`config.mk`:
```
export PLATFORM = sky130hd
export DESIGN_NAME = one_at_a_time_bucket_hash_flat
export DESIGN_NICKNAME = d
export VERILOG_FILES = /design/src/hw/rtl/ohash_pkg.sv /design/src/hw/rtl/ohash_if.sv /design/src/hw/rtl/ohash_queue.sv /design/src/hw/rtl/ohash_front.sv /design/src/hw/rtl/ohash_back.sv /design/src/hw/rtl/one_at_a_time_bucket_hash.sv /design/src/flat_wrapper.sv
export SDC_FILE = /design/constraint.sdc
export NUM_CORES = 1
export LEC_CHECK = 0
export BUFFER_PORTS_ARGS = -buffer_cell sky130_fd_sc_hd__buf_2
export CORE_MARGIN = 1
export CORE_UTILIZATION = 55
export DETAILED_ROUTE_END_ITERATION = 10
export PLACE_DENSITY = 0.74
export SLEW_MARGIN = 40
export SYNTH_ARGS = -nofsm -noshare
export SYNTH_HDL_FRONTEND = slang
export SYNTH_HIERARCHICAL = 1
export SYNTH_SLANG_ARGS = --single-unit
```
`constraint.sdc`:
```
create_clock -name i_clk -period 11.3 [get_ports i_clk]
set_input_delay 1.13 -clock i_clk [delete_from_list [all_inputs] [get_ports i_clk]]
set_output_delay 1.13 -clock i_clk [all_outputs]
set_load 0.005 [all_outputs]
```
`src/hw/rtl/ohash_pkg.sv`:
```
// package for the one-at-a-time bucket hash
// widths, back-end state type, queue status and the hash mixing functions
// no dependencies
`default_nettype none

package ohash_pkg;

    // sizing
    localparam int MAX_TABLE_SIZE = 65536;
    localparam int CFG_W          = 17;
    localparam int TSR_W          = $clog2(MAX_TABLE_SIZE + 1);
    localparam int DIV_W          = $clog2(MAX_TABLE_SIZE);
    localparam int HASH_W         = 32;
    localparam int CNT_W          = $clog2(HASH_W);
    localparam int BKT_W          = 16;
    localparam int KEY_W          = 8;
    localparam int RST_TABLE_SIZE = 256;

    // back-end sequencer
    typedef enum logic [2:0] {
        S_IDLE,
        S_FIN,
        S_ABS,
        S_DIV,
        S_FIX,
        S_OUT
    } t_back_state;

    // queue status seen by front and back
    typedef struct packed {
        logic full;
        logic empty;
    } t_q_status;

    // add a sign-extended byte, then shift-add-xor
    function automatic logic [HASH_W-1:0] mix_byte(input logic [HASH_W-1:0] h,
                                                   input logic signed [KEY_W-1:0] b);
        logic [HASH_W-1:0] t;
        t = h + HASH_W'(signed'(b));
        t = t + (t << 10);
        t = t ^ HASH_W'($signed(t) >>> 6);
        return t;
    endfunction

    // end-of-key avalanche
    function automatic logic [HASH_W-1:0] finalize(input logic [HASH_W-1:0] h);
        logic [HASH_W-1:0] t;
        t = h + (h << 3);
        t = t ^ HASH_W'($signed(t) >>> 11);
        t = t + (t << 15);
        return t;
    endfunction

endpackage

`default_nettype wire

```
`src/hw/rtl/ohash_if.sv`:
```
// request channel interfaces for the one-at-a-time bucket hash
// depends on ohash_pkg
`default_nettype none

// key byte channel
interface ohash_in_if;
    import ohash_pkg::*;
    logic                    valid;
    logic                    ready;
    logic signed [KEY_W-1:0] key_byte;
    logic                    has_byte;
    logic                    last_byte;

    modport source (output valid, output key_byte, output has_byte, output last_byte,
                    input ready);
    modport sink   (input valid, input key_byte, input has_byte, input last_byte,
                    output ready);
endinterface

// bucket index channel
interface ohash_out_if;
    import ohash_pkg::*;
    logic             valid;
    logic             ready;
    logic [BKT_W-1:0] bucket_index;

    modport source (output valid, output bucket_index, input ready);
    modport sink   (input valid, input bucket_index, output ready);
endinterface

`default_nettype wire

```
`src/hw/rtl/ohash_queue.sv`:
```
// two-entry queue of mixed hashes between front and back
// depends on ohash_pkg
`default_nettype none

module ohash_queue
    import ohash_pkg::*;
(
    input  wire logic              i_clk,
    input  wire logic              i_rst_n,
    input  wire logic              i_push,
    input  wire logic [HASH_W-1:0] i_push_hash,
    input  wire logic              i_pop,
    output logic      [HASH_W-1:0] o_head,
    output t_q_status              o_status
);

    logic [HASH_W-1:0] r_mem [2];
    logic              r_wr_ptr, r_rd_ptr;
    logic [1:0]        r_count;

    // storage
    always_ff @(posedge i_clk) begin
        if (i_push) begin
            r_mem[r_wr_ptr] <= i_push_hash;
        end
    end

    // pointers and fill count
    always_ff @(posedge i_clk) begin
        if (!i_rst_n) begin
            r_wr_ptr <= 1'b0;
            r_rd_ptr <= 1'b0;
            r_count  <= 2'd0;
        end else begin
            if (i_push) begin
                r_wr_ptr <= ~r_wr_ptr;
            end
            if (i_pop) begin
                r_rd_ptr <= ~r_rd_ptr;
            end
            case ({i_push, i_pop})
                2'b10:   r_count <= r_count + 2'd1;
                2'b01:   r_count <= r_count - 2'd1;
                default: r_count <= r_count;
            endcase
        end
    end

    assign o_head          = r_mem[r_rd_ptr];
    assign o_status.full   = (r_count == 2'd2);
    assign o_status.empty  = (r_count == 2'd0);

endmodule

`default_nettype wire

```
`src/hw/rtl/ohash_front.sv`:
```
// front end: takes key bytes, mixes them into the running hash
// pushes the mixed hash of each completed key to the queue; depends on ohash_pkg, ohash_if
`default_nettype none

module ohash_front
    import ohash_pkg::*;
(
    input  wire logic              i_clk,
    input  wire logic              i_rst_n,
    ohash_in_if.sink               i_in,
    input  wire t_q_status         i_q_status,
    output logic                   o_push,
    output logic      [HASH_W-1:0] o_push_hash
);

    logic [HASH_W-1:0] r_hash;
    logic [HASH_W-1:0] mixed;
    logic              accept;

    // space for a finished key is always kept
    assign i_in.ready = ~i_q_status.full;
    assign accept     = i_in.valid & i_in.ready;

    // mix the byte when present
    always_comb begin
        if (i_in.has_byte) begin
            mixed = mix_byte(r_hash, i_in.key_byte);
        end else begin
            mixed = r_hash;
        end
    end

    // running hash, cleared after each key
    always_ff @(posedge i_clk) begin
        if (!i_rst_n) begin
            r_hash <= '0;
        end else if (accept) begin
            if (i_in.last_byte) begin
                r_hash <= '0;
            end else begin
                r_hash <= mixed;
            end
        end
    end

    assign o_push      = accept & i_in.last_byte;
    assign o_push_hash = mixed;

endmodule

`default_nettype wire

```
`src/hw/rtl/ohash_back.sv`:
```
// back end: finalizes a hash, takes the signed remainder, drives the result request
// bit-serial restoring divider, one quotient bit a cycle; depends on ohash_pkg, ohash_if
`default_nettype none

module ohash_back
    import ohash_pkg::*;
(
    input  wire logic              i_clk,
    input  wire logic              i_rst_n,
    input  wire logic [TSR_W-1:0]  i_table_size,
    input  wire t_q_status         i_q_status,
    input  wire logic [HASH_W-1:0] i_head,
    output logic                   o_pop,
    ohash_out_if.source            o_out
);

    t_back_state       r_state, n_state;
    logic [HASH_W-1:0] r_h;
    logic              r_neg;
    logic [CNT_W-1:0]  r_cnt;
    logic [DIV_W-1:0]  r_rem;
    logic [BKT_W-1:0]  r_bucket;
    logic [DIV_W-1:0]  divisor;
    logic [DIV_W:0]    rem_sh;
    logic [DIV_W:0]    rem_sub;
    logic              rem_ge;
    logic [TSR_W-1:0]  bucket;

    assign divisor = DIV_W'(i_table_size - TSR_W'(1));

    // next state
    always_comb begin
        n_state = r_state;
        unique case (r_state)
            S_IDLE:  if (!i_q_status.empty) n_state = S_FIN;
            S_FIN:   n_state = S_ABS;
            S_ABS:   n_state = S_DIV;
            S_DIV:   if (r_cnt == CNT_W'(HASH_W - 1)) n_state = S_FIX;
            S_FIX:   n_state = S_OUT;
            S_OUT:   if (o_out.ready) n_state = S_IDLE;
            default: n_state = S_IDLE;
        endcase
    end

    // outputs
    always_comb begin
        o_pop       = 1'b0;
        o_out.valid = 1'b0;
        unique case (r_state)
            S_IDLE:  o_pop = ~i_q_status.empty;
            S_OUT:   o_out.valid = 1'b1;
            default: begin
                o_pop       = 1'b0;
                o_out.valid = 1'b0;
            end
        endcase
    end

    assign o_out.bucket_index = r_bucket;

    // one restoring division step
    always_comb begin
        rem_sh  = {r_rem, r_h[HASH_W-1]};
        rem_ge  = (rem_sh >= {1'b0, divisor});
        rem_sub = rem_sh - {1'b0, divisor};
    end

    // negative remainder wraps into the table
    always_comb begin
        if (r_neg && (r_rem != '0)) begin
            bucket = i_table_size - TSR_W'(r_rem);
        end else begin
            bucket = TSR_W'(r_rem);
        end
    end

    // state register
    always_ff @(posedge i_clk) begin
        if (!i_rst_n) begin
            r_state <= S_IDLE;
        end else begin
            r_state <= n_state;
        end
    end

    // datapath
    always_ff @(posedge i_clk) begin
        case (r_state)
            S_IDLE: begin
                r_h <= i_head;
            end
            S_FIN: begin
                r_h <= finalize(r_h);
            end
            S_ABS: begin
                r_neg <= r_h[HASH_W-1];
                r_h   <= r_h[HASH_W-1] ? (HASH_W'(0) - r_h) : r_h;
                r_rem <= '0;
                r_cnt <= '0;
            end
            S_DIV: begin
                r_rem <= rem_ge ? DIV_W'(rem_sub) : DIV_W'(rem_sh);
                r_h   <= r_h << 1;
                r_cnt <= r_cnt + CNT_W'(1);
            end
            S_FIX: begin
                r_bucket <= BKT_W'(bucket);
            end
            default: begin
                r_h <= r_h;
            end
        endcase
    end

endmodule

`default_nettype wire

```
`src/hw/rtl/one_at_a_time_bucket_hash.sv`:
```
// one-at-a-time bucket hash, top level
// holds the table size register and joins front, queue and back; depends on ohash_pkg, ohash_if
//
// usage: i_in carries one key byte per request (key_byte, has_byte, last_byte).
//   A request with last_byte set ends the key and yields one bucket_index on o_out;
//   other requests give no result. has_byte clear with last_byte set hashes
//   the key as it stands (the empty key right after reset or after a key ends).
//   Table size is written through i_cfg_wr_en / i_cfg_wr_data while idle;
//   values below 2 or above 65536 are clamped.
// timing: key bytes are taken one per cycle while the two-entry key queue has room.
//   o_out.valid rises after the request that ends a key is taken and the key passes
//   queue pop, finalize, magnitude, a one-bit-per-cycle divider and fixup; the back
//   end holds one key at a time and pops the next only after o_out is taken.
// reset: synchronous, active low; clears the running hash, the queue and the back
//   end, and sets the table size to 256.
// stall: a result holds on o_out until taken; meanwhile bytes of later keys are
//   still taken until the queue is full.
`default_nettype none

module one_at_a_time_bucket_hash
    import ohash_pkg::*;
(
    input  wire logic             i_clk,
    input  wire logic             i_rst_n,
    input  wire logic             i_cfg_wr_en,
    input  wire logic [CFG_W-1:0] i_cfg_wr_data,
    ohash_in_if.sink              i_in,
    ohash_out_if.source           o_out
);

    logic [TSR_W-1:0]  r_table_size;
    logic [TSR_W-1:0]  n_table_size;
    logic              push, pop;
    logic [HASH_W-1:0] push_hash, head;
    t_q_status         q_status;

    // clamp the written table size
    always_comb begin
        if (32'(i_cfg_wr_data) < 32'd2) begin
            n_table_size = TSR_W'(2);
        end else if (32'(i_cfg_wr_data) > 32'(MAX_TABLE_SIZE)) begin
            n_table_size = TSR_W'(MAX_TABLE_SIZE);
        end else begin
            n_table_size = TSR_W'(i_cfg_wr_data);
        end
    end

    // table size register
    always_ff @(posedge i_clk) begin
        if (!i_rst_n) begin
            r_table_size <= TSR_W'(RST_TABLE_SIZE);
        end else if (i_cfg_wr_en) begin
            r_table_size <= n_table_size;
        end
    end

    // byte intake and mixing
    ohash_front u_front (
        .i_clk       (i_clk),
        .i_rst_n     (i_rst_n),
        .i_in        (i_in),
        .i_q_status  (q_status),
        .o_push      (push),
        .o_push_hash (push_hash)
    );

    // finished keys waiting for the back end
    ohash_queue u_queue (
        .i_clk       (i_clk),
        .i_rst_n     (i_rst_n),
        .i_push      (push),
        .i_push_hash (push_hash),
        .i_pop       (pop),
        .o_head      (head),
        .o_status    (q_status)
    );

    // finalize, remainder, result
    ohash_back u_back (
        .i_clk        (i_clk),
        .i_rst_n      (i_rst_n),
        .i_table_size (r_table_size),
        .i_q_status   (q_status),
        .i_head       (head),
        .o_pop        (pop),
        .o_out        (o_out)
    );

endmodule

`default_nettype wire
```
`src/flat_wrapper.sv`:
```
// flat-port wrapper written by rule: the top's interface ports become plain ports
module one_at_a_time_bucket_hash_flat import ohash_pkg::*;
  (i_clk, i_rst_n, i_cfg_wr_en, i_cfg_wr_data, i_in_valid, i_in_key_byte, i_in_has_byte, i_in_last_byte, i_in_ready, o_out_valid, o_out_bucket_index, o_out_ready);
  ohash_in_if i_in_i ();
  ohash_out_if o_out_i ();
  input  wire logic i_clk;
  input  wire logic i_rst_n;
  input  wire logic i_cfg_wr_en;
  input  wire logic [CFG_W-1:0] i_cfg_wr_data;
  input wire logic [$bits(i_in_i.valid)-1:0] i_in_valid;
  input wire logic [$bits(i_in_i.key_byte)-1:0] i_in_key_byte;
  input wire logic [$bits(i_in_i.has_byte)-1:0] i_in_has_byte;
  input wire logic [$bits(i_in_i.last_byte)-1:0] i_in_last_byte;
  output wire logic [$bits(i_in_i.ready)-1:0] i_in_ready;
  output wire logic [$bits(o_out_i.valid)-1:0] o_out_valid;
  output wire logic [$bits(o_out_i.bucket_index)-1:0] o_out_bucket_index;
  input wire logic [$bits(o_out_i.ready)-1:0] o_out_ready;
  assign i_in_i.valid = i_in_valid;
  assign i_in_i.key_byte = i_in_key_byte;
  assign i_in_i.has_byte = i_in_has_byte;
  assign i_in_i.last_byte = i_in_last_byte;
  assign i_in_ready = i_in_i.ready;
  assign o_out_valid = o_out_i.valid;
  assign o_out_bucket_index = o_out_i.bucket_index;
  assign o_out_i.ready = o_out_ready;
  one_at_a_time_bucket_hash u_core (.i_clk(i_clk), .i_rst_n(i_rst_n), .i_cfg_wr_en(i_cfg_wr_en), .i_cfg_wr_data(i_cfg_wr_data), .i_in(i_in_i), .o_out(o_out_i));
endmodule
```
==> run_results.csv <==
group,metric,value,unit
outcome,outcome,"completed",
setup_path,path_max_fanout,6,
grt,grt_pass1_wl,65800,µm
placement,globalplace.congestion,0.919,
min_path,worstHoldPathType,"reg2reg",
min_path,whs_endpoint,"u_core/u_front/r_hash[18]",
floorplan,die-height,173,µm
setup_path,startpoint_type,"input port",
synth,netlist_area,16000,µm²
final_layout,diodes,0,
grt,grt_antenna_before_repair,0,
final_layout,seq_area,5140,µm²
clock_tree,post-cts-setup-buffer-count,0,
placement,place_inst,2126,
sta,relSlewSlack,0.447,
setup_path,timing.rr.start,"u_core/u_front/r_hash[0]",
routing,drc,0,
min_path,hold_start,"u_core/u_front/r_hash[18]",
floorplan,dieArea,29800,µm²
clock_tree,cts-root-buf,"clkbuf_16",
sta,setup_tns,0,ns
floorplan,die_x,173,µm
setup_path,reg2reg_depth,25,
floorplan,io_pins,50,
grt,grt_usage,0.275,
sta,fin_crit_sh,0.589,
final_layout,drive_above_1_share,0.109,
final_layout,fill_cells,2451,
routing,wl_per_cell,18.9,µm
clock_tree,numCtsBuffers,17,
final_layout,multi_input_area,10400,µm²
synth,syn-num-nets,1906,
sta,setup_violations,0,
floorplan,start_util,0.559,
final_layout,fin_cells,2158,
setup_path,r2r_slack,4.98,ns
routing,ant_nets,0,
routing,via_count,13400,
sta,worstMarginPinSlew,0.808,ns
setup_path,worst-setup-path-type,"in2reg",
sta,fmax,150,MHz
setup_path,cp.required,11.50,ns
sta,worst_slack,4.65,ns
routing,first_iter_violations,1281,
sta,hold_viol_final,0,
floorplan,core_region_area,28600,µm²
sta,drv_slew,0,
clock_tree,holdBufCountCts,0,
clock_tree,cts_buffer_depth,2,
grt,grt_overflow_total,0,
clock_tree,cts_sinks,190,
clock_tree,cts.htree.levels,4,
placement,port_buffers,49,
clock_tree,post_cts_resized,0,
sta,period_minus_slack,6.65,ns
flow_run,cap_violations,0,
min_path,whs_path_depth,2,
clock_tree,clkLatencyLatePin,0.46,ns
grt,grt_max_degree,60,
routing,firstDrtPassIters,8,
floorplan,num_rows,62,
synth,synth_cells,1737,
clock_tree,cts_tree,"built",
placement,post-place-ws,4.20,ns
final_layout,fin_nets,1930,
final_layout,areaGrowthSynthToFinish,7.90,%
sta,clock_skew,0.0154,ns
setup_path,reg2reg_to,"u_core/u_queue/r_mem[1][28]",
synth,syn_avg_cell_area,9.21,µm²
routing,totalWireLength,40800,µm
setup_path,arrival,6.85,ns
clock_tree,clkTransAtPathRegs,0.08,ns
routing,via_per_inst,6.19,
setup_path,worstSetupEndpointType,"flip-flop",
grt,grt_pass1_vias,12400,
placement,place_hpwl,31800,µm
sta,rsz0062_at_grt,"no",
synth,ys.warnings.count,6,
layer usage:
metal	vias up	wire length [µm]	GRT usage
met5	-	0	0
met4	0	734	0.0725
met3	56	2520	0.0294
met2	448	18800	0.445
met1	6323	18800	0.389
li1	6531	-	-
registers in the layout, summed over array words and instances, names as in the netlist, named ones only:
register	flops
u_core/r_table_size	16
u_core/u_back/o_out.bucket_index	16
u_core/u_back/r_cnt	5
u_core/u_back/r_h	32
u_core/u_back/r_neg	1
u_core/u_back/r_rem	16
u_core/u_back/r_state	3
u_core/u_front/r_hash	32
u_core/u_queue/r_count	2
u_core/u_queue/r_mem	64
u_core/u_queue/r_rd_ptr	1
u_core/u_queue/r_wr_ptr	1
how the worst max path moves through the flow:
stage / startpoint / endpoint / slack, ns / depth (start not counted)
finish: i_in_key_byte[0] / u_core/u_queue/r_mem[1][28] / 4.65 / 26
global route: i_in_key_byte[0] / u_core/u_queue/r_mem[0][27] / 4.23 / 26
CTS: i_in_key_byte[0] / u_core/u_queue/r_mem[0][28] / 4.64 / 26
detailed placement: i_in_key_byte[0] / u_core/u_queue/r_mem[0][28] / 4.20 / 26
global placement: i_in_key_byte[0] / u_core/u_queue/r_mem[0][28] / 4.31 / 26
floorplan: i_in_key_byte[0] / u_core/u_queue/r_mem[0][25] / 5.27 / 25
per-stage QoR:
stage	util	hold WS [ns]	instance area, µm²
4_1_cts	0.603	0.494	17300
3_3_place_gp	0.580	0.487	16600
2_1_floorplan	-	0.446	16000
5_1_grt	0.603	0.527	17300
6_report	0.603	0.499	17300
3_5_place_dp	0.580	0.481	16600
critical path, cell delays in order:
cell       delay, ns
buf_2           0.08
ha_1            0.21
inv_1           0.08
fa_1            0.40
nor2b_1         0.14
o21ai_0         0.10
a21boi_0        0.26
o21a_1          0.16
o21ai_0         0.13
a2111oi_0       0.78
o21ai_0         0.35
nand2b_1        0.15
a21oi_1         0.08
xnor2_1         0.28
ha_1            0.36
a21o_1          0.22
a21o_1          0.17
a21o_1          0.17
a21oi_1         0.16
o21bai_1        0.09
a21oi_1         0.25
a2111oi_2       0.11
nor3_2          0.32
xnor2_4         0.22
xnor2_1         0.14
mux2_2          0.29
cells in the final DEF (no fill, tap or decap), drive strengths merged, types with 36 or more instances in the layout:
| master | instances |
|---|---|
| a21o | 36 |
| a21oi | 130 |
| buf | 61 |
| dfxtp | 56 |
| edfxtp | 134 |
| ha | 131 |
| inv | 87 |
| mux2 | 42 |
| nand2 | 120 |
| nor2 | 135 |
| nor2b | 52 |
| nor3 | 45 |
| o21ai | 84 |
| xnor2 | 140 |
| xor2 | 56 |
layout make-up:
cell class,count,area share
clock inverters,15,0.0124
clock buffers,17,0.0247
well taps,384,0.0278
inverters,78,0.0170
flip-flops and latches,190,0.298
repair buffers,61,0.0196
multi-input cells,1413,0.600
Power is not shown: default switching activity piles up to over one toggle a cycle in this logic, so the estimate is an artifact.
